===== config.mk =====
export PLATFORM = sky130hd
export DESIGN_NAME = gvh_ctrl
export DESIGN_NICKNAME = d
export VERILOG_FILES = /design/src/design/gvh_pkg.sv /design/src/design/gvh_ctrl.sv
export SDC_FILE = /design/constraint.sdc
export NUM_CORES = 1
export LEC_CHECK = 0
export CORE_AREA = 3 3 40 42
export DETAILED_ROUTE_END_ITERATION = 8
export DIE_AREA = 0 0 43 45
export DONT_BUFFER_PORTS = 1
export PLACE_DENSITY_LB_ADDON = 0.05
export SKIP_CTS_REPAIR_TIMING = 1
export SLEW_MARGIN = 5
export SYNTH_ARGS = -nofsm -noshare
export SYNTH_HDL_FRONTEND = slang
export SYNTH_SLANG_ARGS = --single-unit

===== constraint.sdc =====
create_clock -name clk -period 2.6 [get_ports clk]
set_input_delay 0.13 -clock clk [delete_from_list [all_inputs] [get_ports clk]]
set_output_delay 0.13 -clock clk [all_outputs]
set_load 0.01 [all_outputs]

===== src/design/gvh_pkg.sv =====
// shared constants, codes and control types of the grid visit histogram
package gvh_pkg;

    localparam int MAX_COLS      = 64;
    localparam int MAX_ROWS      = 64;
    localparam int COL_BITS      = $clog2(MAX_COLS);
    localparam int ROW_BITS      = $clog2(MAX_ROWS);
    localparam int ADDR_BITS     = COL_BITS + ROW_BITS;
    localparam int STORE_DEPTH   = MAX_COLS * MAX_ROWS;

    localparam int COUNT_BITS    = 16;
    localparam logic [COUNT_BITS-1:0] COUNT_MAX = '1;

    localparam int UNIQUE_BITS   = $clog2(STORE_DEPTH + 1);
    localparam int TOTAL_BITS    = 28;
    localparam int Q8_BITS       = 8;
    localparam int AVG_BITS      = 24;
    localparam int DENS_BITS     = 15;
    localparam int AREA_BITS     = UNIQUE_BITS;
    localparam int DENS_NUM_BITS = UNIQUE_BITS + DENS_BITS;
    localparam int DENSITY_FULL  = 25600;

    localparam int OP_BITS       = 2;
    localparam int CFG_IDX_BITS  = 2;
    localparam int CFG_DATA_BITS = 7;
    localparam logic [CFG_DATA_BITS-1:0] GRID_RESET = CFG_DATA_BITS'(64);

    localparam int DIV_R_BITS    = UNIQUE_BITS;
    localparam int DIV_Q_BITS    = AVG_BITS;
    localparam int DIV_CNT_BITS  = $clog2(DIV_Q_BITS + 1);
    localparam int AVG_STEPS     = AVG_BITS;
    localparam int DENS_STEPS    = DENS_BITS;

    typedef enum logic [OP_BITS-1:0] {
        OP_RECORD = 2'd0,
        OP_QUERY  = 2'd1,
        OP_CLEAR  = 2'd2,
        OP_NOP    = 2'd3
    } op_t;

    typedef enum logic [CFG_IDX_BITS-1:0] {
        CFG_GRID_WIDTH  = 2'd0,
        CFG_GRID_HEIGHT = 2'd1
    } cfg_idx_t;

    typedef struct packed {
        logic wipe_write;
        logic wipe_clear;
        logic rd_cell;
        logic upd_cell;
        logic prep;
        logic avg_start;
        logic avg_cap;
        logic dens_start;
        logic dens_cap;
        logic load_out;
    } gvh_cmd_t;

    typedef struct packed {
        logic wipe_last;
        logic div_done;
        logic out_free;
    } gvh_sts_t;

endpackage


===== src/design/gvh_ctrl.sv =====
// controller: sequences store sweep, cell access, divisions and result load
module gvh_ctrl import gvh_pkg::*;
(
    input  logic               clk,
    input  logic               rst_n,
    input  logic               in_valid,
    input  logic [OP_BITS-1:0] in_opcode,
    output logic               in_ready,
    input  gvh_sts_t           sts,
    output gvh_cmd_t           cmd
);

    typedef enum logic [2:0] {
        S_WIPE,
        S_IDLE,
        S_READ,
        S_UPDATE,
        S_PREP,
        S_AVG,
        S_DENS,
        S_DONE
    } state_t;

    localparam gvh_cmd_t CMD_WIPE = '{wipe_write: 1'b1, default: 1'b0};

    state_t   state_reg;
    state_t   state_next;
    gvh_cmd_t cmd_reg;
    gvh_cmd_t cmd_next;
    logic     ready_reg;
    logic     ready_next;
    logic     wipe_item_reg;
    logic     wipe_item_next;

    always_comb
    begin
        state_next     = state_reg;
        cmd_next       = '0;
        ready_next     = ready_reg;
        wipe_item_next = wipe_item_reg;
        case (state_reg)
            S_WIPE:
            begin
                if (sts.wipe_last)
                begin
                    if (wipe_item_reg)
                    begin
                        state_next    = S_PREP;
                        cmd_next.prep = 1'b1;
                    end
                    else
                    begin
                        state_next = S_IDLE;
                        ready_next = 1'b1;
                    end
                end
                else
                    cmd_next.wipe_write = 1'b1;
            end
            S_IDLE:
            begin
                if (in_valid && ready_reg)
                begin
                    ready_next = 1'b0;
                    if (op_t'(in_opcode) == OP_CLEAR)
                    begin
                        state_next          = S_WIPE;
                        wipe_item_next      = 1'b1;
                        cmd_next.wipe_write = 1'b1;
                        cmd_next.wipe_clear = 1'b1;
                    end
                    else
                    begin
                        state_next       = S_READ;
                        cmd_next.rd_cell = 1'b1;
                    end
                end
            end
            S_READ:
            begin
                state_next        = S_UPDATE;
                cmd_next.upd_cell = 1'b1;
            end
            S_UPDATE:
            begin
                state_next    = S_PREP;
                cmd_next.prep = 1'b1;
            end
            S_PREP:
            begin
                state_next         = S_AVG;
                cmd_next.avg_start = 1'b1;
            end
            S_AVG:
            begin
                if (sts.div_done)
                begin
                    state_next          = S_DENS;
                    cmd_next.avg_cap    = 1'b1;
                    cmd_next.dens_start = 1'b1;
                end
            end
            S_DENS:
            begin
                if (sts.div_done)
                begin
                    state_next        = S_DONE;
                    cmd_next.dens_cap = 1'b1;
                end
            end
            S_DONE:
            begin
                if (sts.out_free)
                begin
                    state_next        = S_IDLE;
                    cmd_next.load_out = 1'b1;
                    ready_next        = 1'b1;
                    wipe_item_next    = 1'b0;
                end
            end
            default:
            begin
                state_next = S_IDLE;
                ready_next = 1'b1;
            end
        endcase
    end

    always_ff @(posedge clk or negedge rst_n)
    begin
        if (!rst_n)
        begin
            state_reg     <= S_WIPE;
            cmd_reg       <= CMD_WIPE;
            ready_reg     <= 1'b0;
            wipe_item_reg <= 1'b0;
        end
        else
        begin
            state_reg     <= state_next;
            cmd_reg       <= cmd_next;
            ready_reg     <= ready_next;
            wipe_item_reg <= wipe_item_next;
        end
    end

    assign in_ready = ready_reg;
    assign cmd      = cmd_reg;

endmodule


==> results of run 1 <==
==> critical path: stages (launching register included) <==
cell	delay, ps
dfrtp_1	520
nand2b_1	260
o21a_1	200
a22o_1	180
==> through the flow <==
| stage | cell area [um^2] | utilization (%) | std cells |
|---|---|---|---|
| global placement | 612 | 47.6 | 70 |
| CTS | 648 | 50.4 | 74 |
| floorplan | 624 | - | 59 |
| global route | 668 | 52.0 | 76 |
| detailed placement | 612 | 47.6 | 70 |
| finish | 668 | 52.0 | 76 |
==> placed cells by master, fill, tap and decap left out, types with 2 or more instances in the layout <==
master          n
clkbuf_4        3
a21oi_1         3
nor2_2          2
o21ai_0         2
nor2_1          6
dlygate4sd3_1   2
nand2_1         3
nand3_1         3
and2_1          2
a31oi_1         2
nand2b_1        2
dfrtp_1        13
nor3_1          2
inv_1           2
==> layer usage <==
layer  track usage [%]  vias up
met5                 0        -
met4              7.23        0
met3              7.57        2
met2              17.4       17
met1              15.0      198
li1                  -      208
==> final timing paths <==
| check | endpoint | slack [ps] | depth (start not counted) |
|---|---|---|---|
| setup / recovery | state_reg[0] | 1340 | 3 |
| hold / removal | cmd[0] | 10 | 2 |
| setup reg to reg | state_reg[0] | 1340 | 3 |
| hold reg to reg | wipe_item_reg | 570 | 1 |
| max in group asynchronous | wipe_item_reg | 1920 | 1 |
| min in group asynchronous | cmd[4] | 290 | 1 |
==> power breakdown <==
part           switching, uW  internal [uW]
Sequential               117            283
Clock                   65.2           85.1
Combinational           79.9           91.8
==> cell families (layout without fill, tap and decap cells) <==
group | after synthesis | in the layout | share of synthesized area, %
DFF | 14 | 14 | 56.3
and+or+nand+nor | 25 | 25 | 22.2
AOI/OAI and AO/OA | 14 | 14 | 15.2
buffers and inverters | 6 | 8 | 6.21
==> layout make-up <==
type	instances	area, um^2
clock buffers	4	36.3
fillers	117	617
repair buffers	2	20.0
well taps	15	18.8
inverters	2	7.51
flip-flops and latches	14	352
multi-input cells	39	234
==> run_results.csv, run 1 <==
group,metric,value,unit
routing,wl_per_cell,14.0,um
sta,finalSetupViolCount,0,
synth,ys_async_sr_fraction,100,%
sta,hold_ws,12.0,ps
pwr,peakVddDrop,0.504,mV
sta,layout_worst_path_cycle_share,48.6,%
final_layout,drive_above_1_share,13.1,%
synth,synth.distinct_cells,28,
synth,synth_area_leader_cell,"dfrtp_1",
routing,first_pass_iters,4,
clocking,htreeDepth,1,
sta,finalWorstSetupSlack,1340,ps
placed_design,dp_slack,1340,ps
clocking,clockBufferDepth,2,
grt,grt_max_degree,15,
clocking,cts_buffers,3,
sta,fin_skew,6.24,ps
clocking,clock-root-buffer,"clkbuf_4",
hold_path,hold_class,"input pin to flip-flop",
routing,wl_met1,464,um
synth,syn-mean-instance-area,10.6,um^2
sta,worst_pin_slew,593,ps
critical_path,r2r-start,"state_reg[0]",
synth,synth.most_common_cell,"dfrtp_1",
sta,slew_headroom,60.4,%
floorplan,die_area,0.00194,mm^2
sta,rsz0062_at_grt,"no",
sta,tns,0,ps
synth,ys_seq_elements,14,
critical_path,cp-end-kind,"flip-flop",
synth,synth-edff-count,0,
synth,netlist_area,624,um^2
floorplan,die_h,45,um
critical_path,crit_fanout,14,
grt,grt_overflow_total,0,
critical_path,startpoint,"state_reg[0]",
floorplan,core,0.00128,mm^2
clocking,clk_pin_slew,80,ps
final_layout,largest_register_ffs,9,
hold_path,hp-start,"sts[0]",
synth,seq_area_frac_synth,56.3,%
synth,synthTopCellsByArea,"dfrtp_1 (52%), dfstp_2 (4.2%), nor2_1 (3.6%), a21oi_1 (2.4%), nand3_1 (2.4%)",
routing,dr_wl_met3,111,um
synth,synth_top_area_share,52.1,%
placed_design,place_hpwl,798,um
routing,via_per_inst,5.59,
floorplan,start_util,48.6,%
routing,dr_wl_met2,477,um
synth,synth-main-ff-cell,"dfrtp_1",
floorplan,rows,13,
sta,fmax,0.792,GHz
status,status,"finished clean",
clocking,insertion_delay,270,ps
synth,yosys_warnings,0,
critical_path,cp.required,2770,ps
pwr,power.density,1080,mW/mm^2
synth,netlist_top_cells_count,"dfrtp_1 (13), nor2_1 (6), a21oi_1 (3), nand2_1 (3), nand3_1 (3)",
synth,synth_nets,67,
floorplan,ios,19,
synth,synthCells,59,
sta,hold_viol_final,0,
sta,maxSlewViolCount,0,
routing,drc,0,
routing,vias,425,
routing,wl,1070,um
placed_design,io_buffers,0,
final_layout,layout.nets,70,
final_layout,diodes,0,
grt,grt_pass1_wl,1730,um
placed_design,globalplace.congestion,0.830,
grt,antenna_found_initial,0,
critical_path,crit_path_start_kind,"flip-flop",
routing,top_layer,"met4",
pwr,finalPower,722,uW
floorplan,die_width,43,um
critical_path,critical_path_class,"flip-flop to flip-flop",
pwr,p_leak,0.000303,uW
routing,final_antenna_net_count,0,
routing,drtIter0Drc,10,
grt,grt_pass1_vias,395,
grt,track_usage,12.5,%
final_layout,syn2layout_area_growth,7.01,%
job,maxCapViolCount,0,
clocking,cts.sink_count,14,
sta,period_minus_slack,1260,ps
clocking,cts_tree,"yes",
critical_path,arrival,1430,ps
No activity file was read; power rests on OpenSTA's default activity.
==> run 2, diff against run 1 <==
ABC_AREA = 1   (was unset)
CORE_AREA = unset   (was 3 3 40 42)
CORE_MARGIN = 3   (was unset)
CORE_UTILIZATION = 53   (was unset)
DIE_AREA = unset   (was 0 0 43 45)
clock period = 1.1 ns   (was 2.6 ns; I/O delays follow)
==> run_results.csv, run 2 <==
group,metric,value,unit
synth,netlist_top_cells_count,"dfrtp_1 (13), nand2_1 (10), inv_1 (9)",
synth,ys_seq_elements,14,
critical_path,worstRegToRegCells,7,
clocking,cts_buffers,3,
sta,slew_headroom,58.5,%
sta,maxSlewViolCount,0,
clocking,clock-root-buffer,"clkbuf_4",
synth,netlist_area,757,um^2
final_layout,fin_area,967,um^2
pwr,p_int,1680,uW
floorplan,start_util,62.2,%
placed_design,globalplace.congestion,0.820,
floorplan,die_h,43.8,um
final_layout,largest_register_ffs,9,
sta,period_minus_slack,1200,ps
synth,synth-main-ff-cell,"dfrtp_1",
critical_path,rrSetupSlack,-100,ps
grt,antenna_found_initial,0,
synth,synthTopCellsByArea,"dfrtp_1 (43%), nand3_2 (5.3%), nand2_1 (5.0%), nand3_1 (4.6%), inv_1 (4.5%)",
synth,yosys_warnings,0,
sta,rsz0062_at_grt,"yes",
placed_design,dp_slack,-66.0,ps
critical_path,crit_chain,"buf_12, nor2_4, nand3_2, nand2_2, nor2_4, nand3_1, nand2_1",
clocking,htreeDepth,1,
job,maxCapViolCount,0,
sta,finalSetupViolCount,7,
grt,grt_pass1_vias,551,
sta,layout_worst_path_cycle_share,109,%
final_layout,drive_above_1_share,39.6,%
final_layout,layout.nets,110,
routing,drc,0,
final_layout,fill_cells,76,
synth,synth.distinct_cells,24,
routing,wl,1590,um
placed_design,io_buffers,0,
synth,synth-edff-count,0,
routing,vias,612,
pwr,power.density,3010,mW/mm^2
critical_path,cpLargestDelayFamily,"simple AND/OR/NAND/NOR gates",
critical_path,cp.required,1280,ps
pwr,swShare,42.4,%
status,status,"complete, but fails checks",
clocking,clk_pin_slew,90,ps
sta,tns,-440,ps
floorplan,die_area,0.00192,mm^2
synth,synth_nets,90,
critical_path,path_common_cell,"nor2_4",
synth,seq_area_frac_synth,46.4,%
final_layout,layout_common_cells,"dfrtp_1 (13), buf_4 (11), nand2_1 (10)",
clocking,cts_tree,"yes",
critical_path,crit_slowest_cell,"dfrtp_1",
pwr,p_sw,1230,uW
floorplan,die_width,43.8,um
critical_path,critical_path_class,"flip-flop to flip-flop",
synth,synthCells,82,
status,violations,"setup timing",
grt,grt_pass1_wl,2450,um
pwr,p_clk_share,12.9,%
routing,final_antenna_net_count,0,
final_layout,finish.utilization,79.5,%
sta,fin_skew,3.91,ps
critical_path,cp-endpoint,"state_reg[0]",
synth,ys_async_sr_fraction,100,%
floorplan,rows,12,
sta,finalWorstSetupSlack,-99.5,ps
pwr,seqPwrFrac,29.8,%
critical_path,arrival,1380,ps
clocking,clockBufferDepth,2,
critical_path,crit_fanout,10,
critical_path,r2r-start,"state_reg[1]",
critical_path,cp-end-kind,"flip-flop",
synth,synth_area_leader_cell,"dfrtp_1",
routing,drtIter0Drc,7,
pwr,combinationalPowerShare,57.3,%
sta,fmax,0.834,GHz
critical_path,crit_cells,7,
pwr,peakVddDrop,1.89,mV
floorplan,ios,19,
critical_path,max_stage_delay,430,ps
critical_path,path_buf_inv,1,
synth,syn-mean-instance-area,9.23,um^2
sta,worst_pin_slew,621,ps
final_layout,final_common_cell,"dfrtp_1",
synth,synth_top_area_share,43.0,%
grt,track_usage,18.0,%
hold_path,hold_class,"input pin to flip-flop",
pwr,finalPower,2910,uW
routing,via_per_inst,5.32,
clocking,cts.sink_count,14,
routing,first_pass_iters,4,
routing,wl_per_cell,13.8,um
placed_design,dpl_cell_area,858,um^2
placed_design,place_hpwl,1100,um
floorplan,core,0.00122,mm^2
final_layout,diodes,0,
critical_path,r2r-end,"state_reg[0]",
grt,grt_max_degree,15,
critical_path,startpoint,"state_reg[1]",
sta,hold_viol_final,0,
grt,grt_overflow_total,0,
hold_path,hp-start,"in_opcode[1]",
synth,synth.most_common_cell,"dfrtp_1",
pwr,p_leak,0.000513,uW
critical_path,crit_path_start_kind,"flip-flop",
final_layout,syn2layout_area_growth,27.8,%
clocking,insertion_delay,290,ps
run 2: power by group through the flow:
| stage | registers [uW] | logic (uW) | clock network (uW) |
|---|---|---|---|
| after floorplan | 846 | 1100 | 0 |
| after global placement | 874 | 1550 | 0 |
| after detailed placement | 877 | 1570 | 0 |
| after CTS | 866 | 1580 | 378 |
| after global routing | 892 | 1840 | 410 |
| final | 868 | 1670 | 377 |
run 2: logic make-up (layout without fill, tap and decap cells):
kind of cell / Yosys count / in the layout / synth area share [%]
simple gates: 40 / 40 / 32.2
buf+inv: 18 / 37 / 12.4
flops: 14 / 14 / 46.4
compound gates: 10 / 10 / 8.92
run 2: cell type report:
type                       instances  area [um^2]  area share (%)
multi-input combinational         50          327            33.8
sequential                        14          352            36.4
inverter                          14         52.6            5.43
timing repair buffer              19          183            18.9
clock buffer                       4         36.3            3.75
tap                               14         17.5            1.81
run 2: layer usage:
metal | routed length, um | vias up | GRT usage, % | part of all wire (%)
li1 | - | 301 | - | -
met2 | 779 | 21 | 27.9 | 49
met1 | 691 | 286 | 22.5 | 43
met4 | 18 | 0 | 9.04 | 1.1
met3 | 100 | 4 | 4.98 | 6.3
met5 | 0 | - | 0 | 0
run 2: stage by stage:
| stage | instances | hold slack, ps |
|---|---|---|
| 3_5_place_dp | 104 | -240 |
| 4_1_cts | 108 | -548 |
| 6_report | 115 | 11.3 |
| 3_3_place_gp | 104 | -240 |
| 5_1_grt | 115 | 16.7 |
| 2_1_floorplan | 82 | -241 |
run 2: worst min path at each step:
stage	cells past startpoint	slack, ps	endpoint
after floorplan	0	-240	cmd[0]
after CTS	0	-550	cmd[5]
after global placement	0	-240	cmd[6]
after global routing	4	20	cmd[9]
after detailed placement	0	-240	cmd[3]
final	4	10	cmd[9]
run 2: worst min-delay path: stages:
cell     delay (ps)
inv_1            30
nor2_1           70
nand2_2         100
nand2_1          50
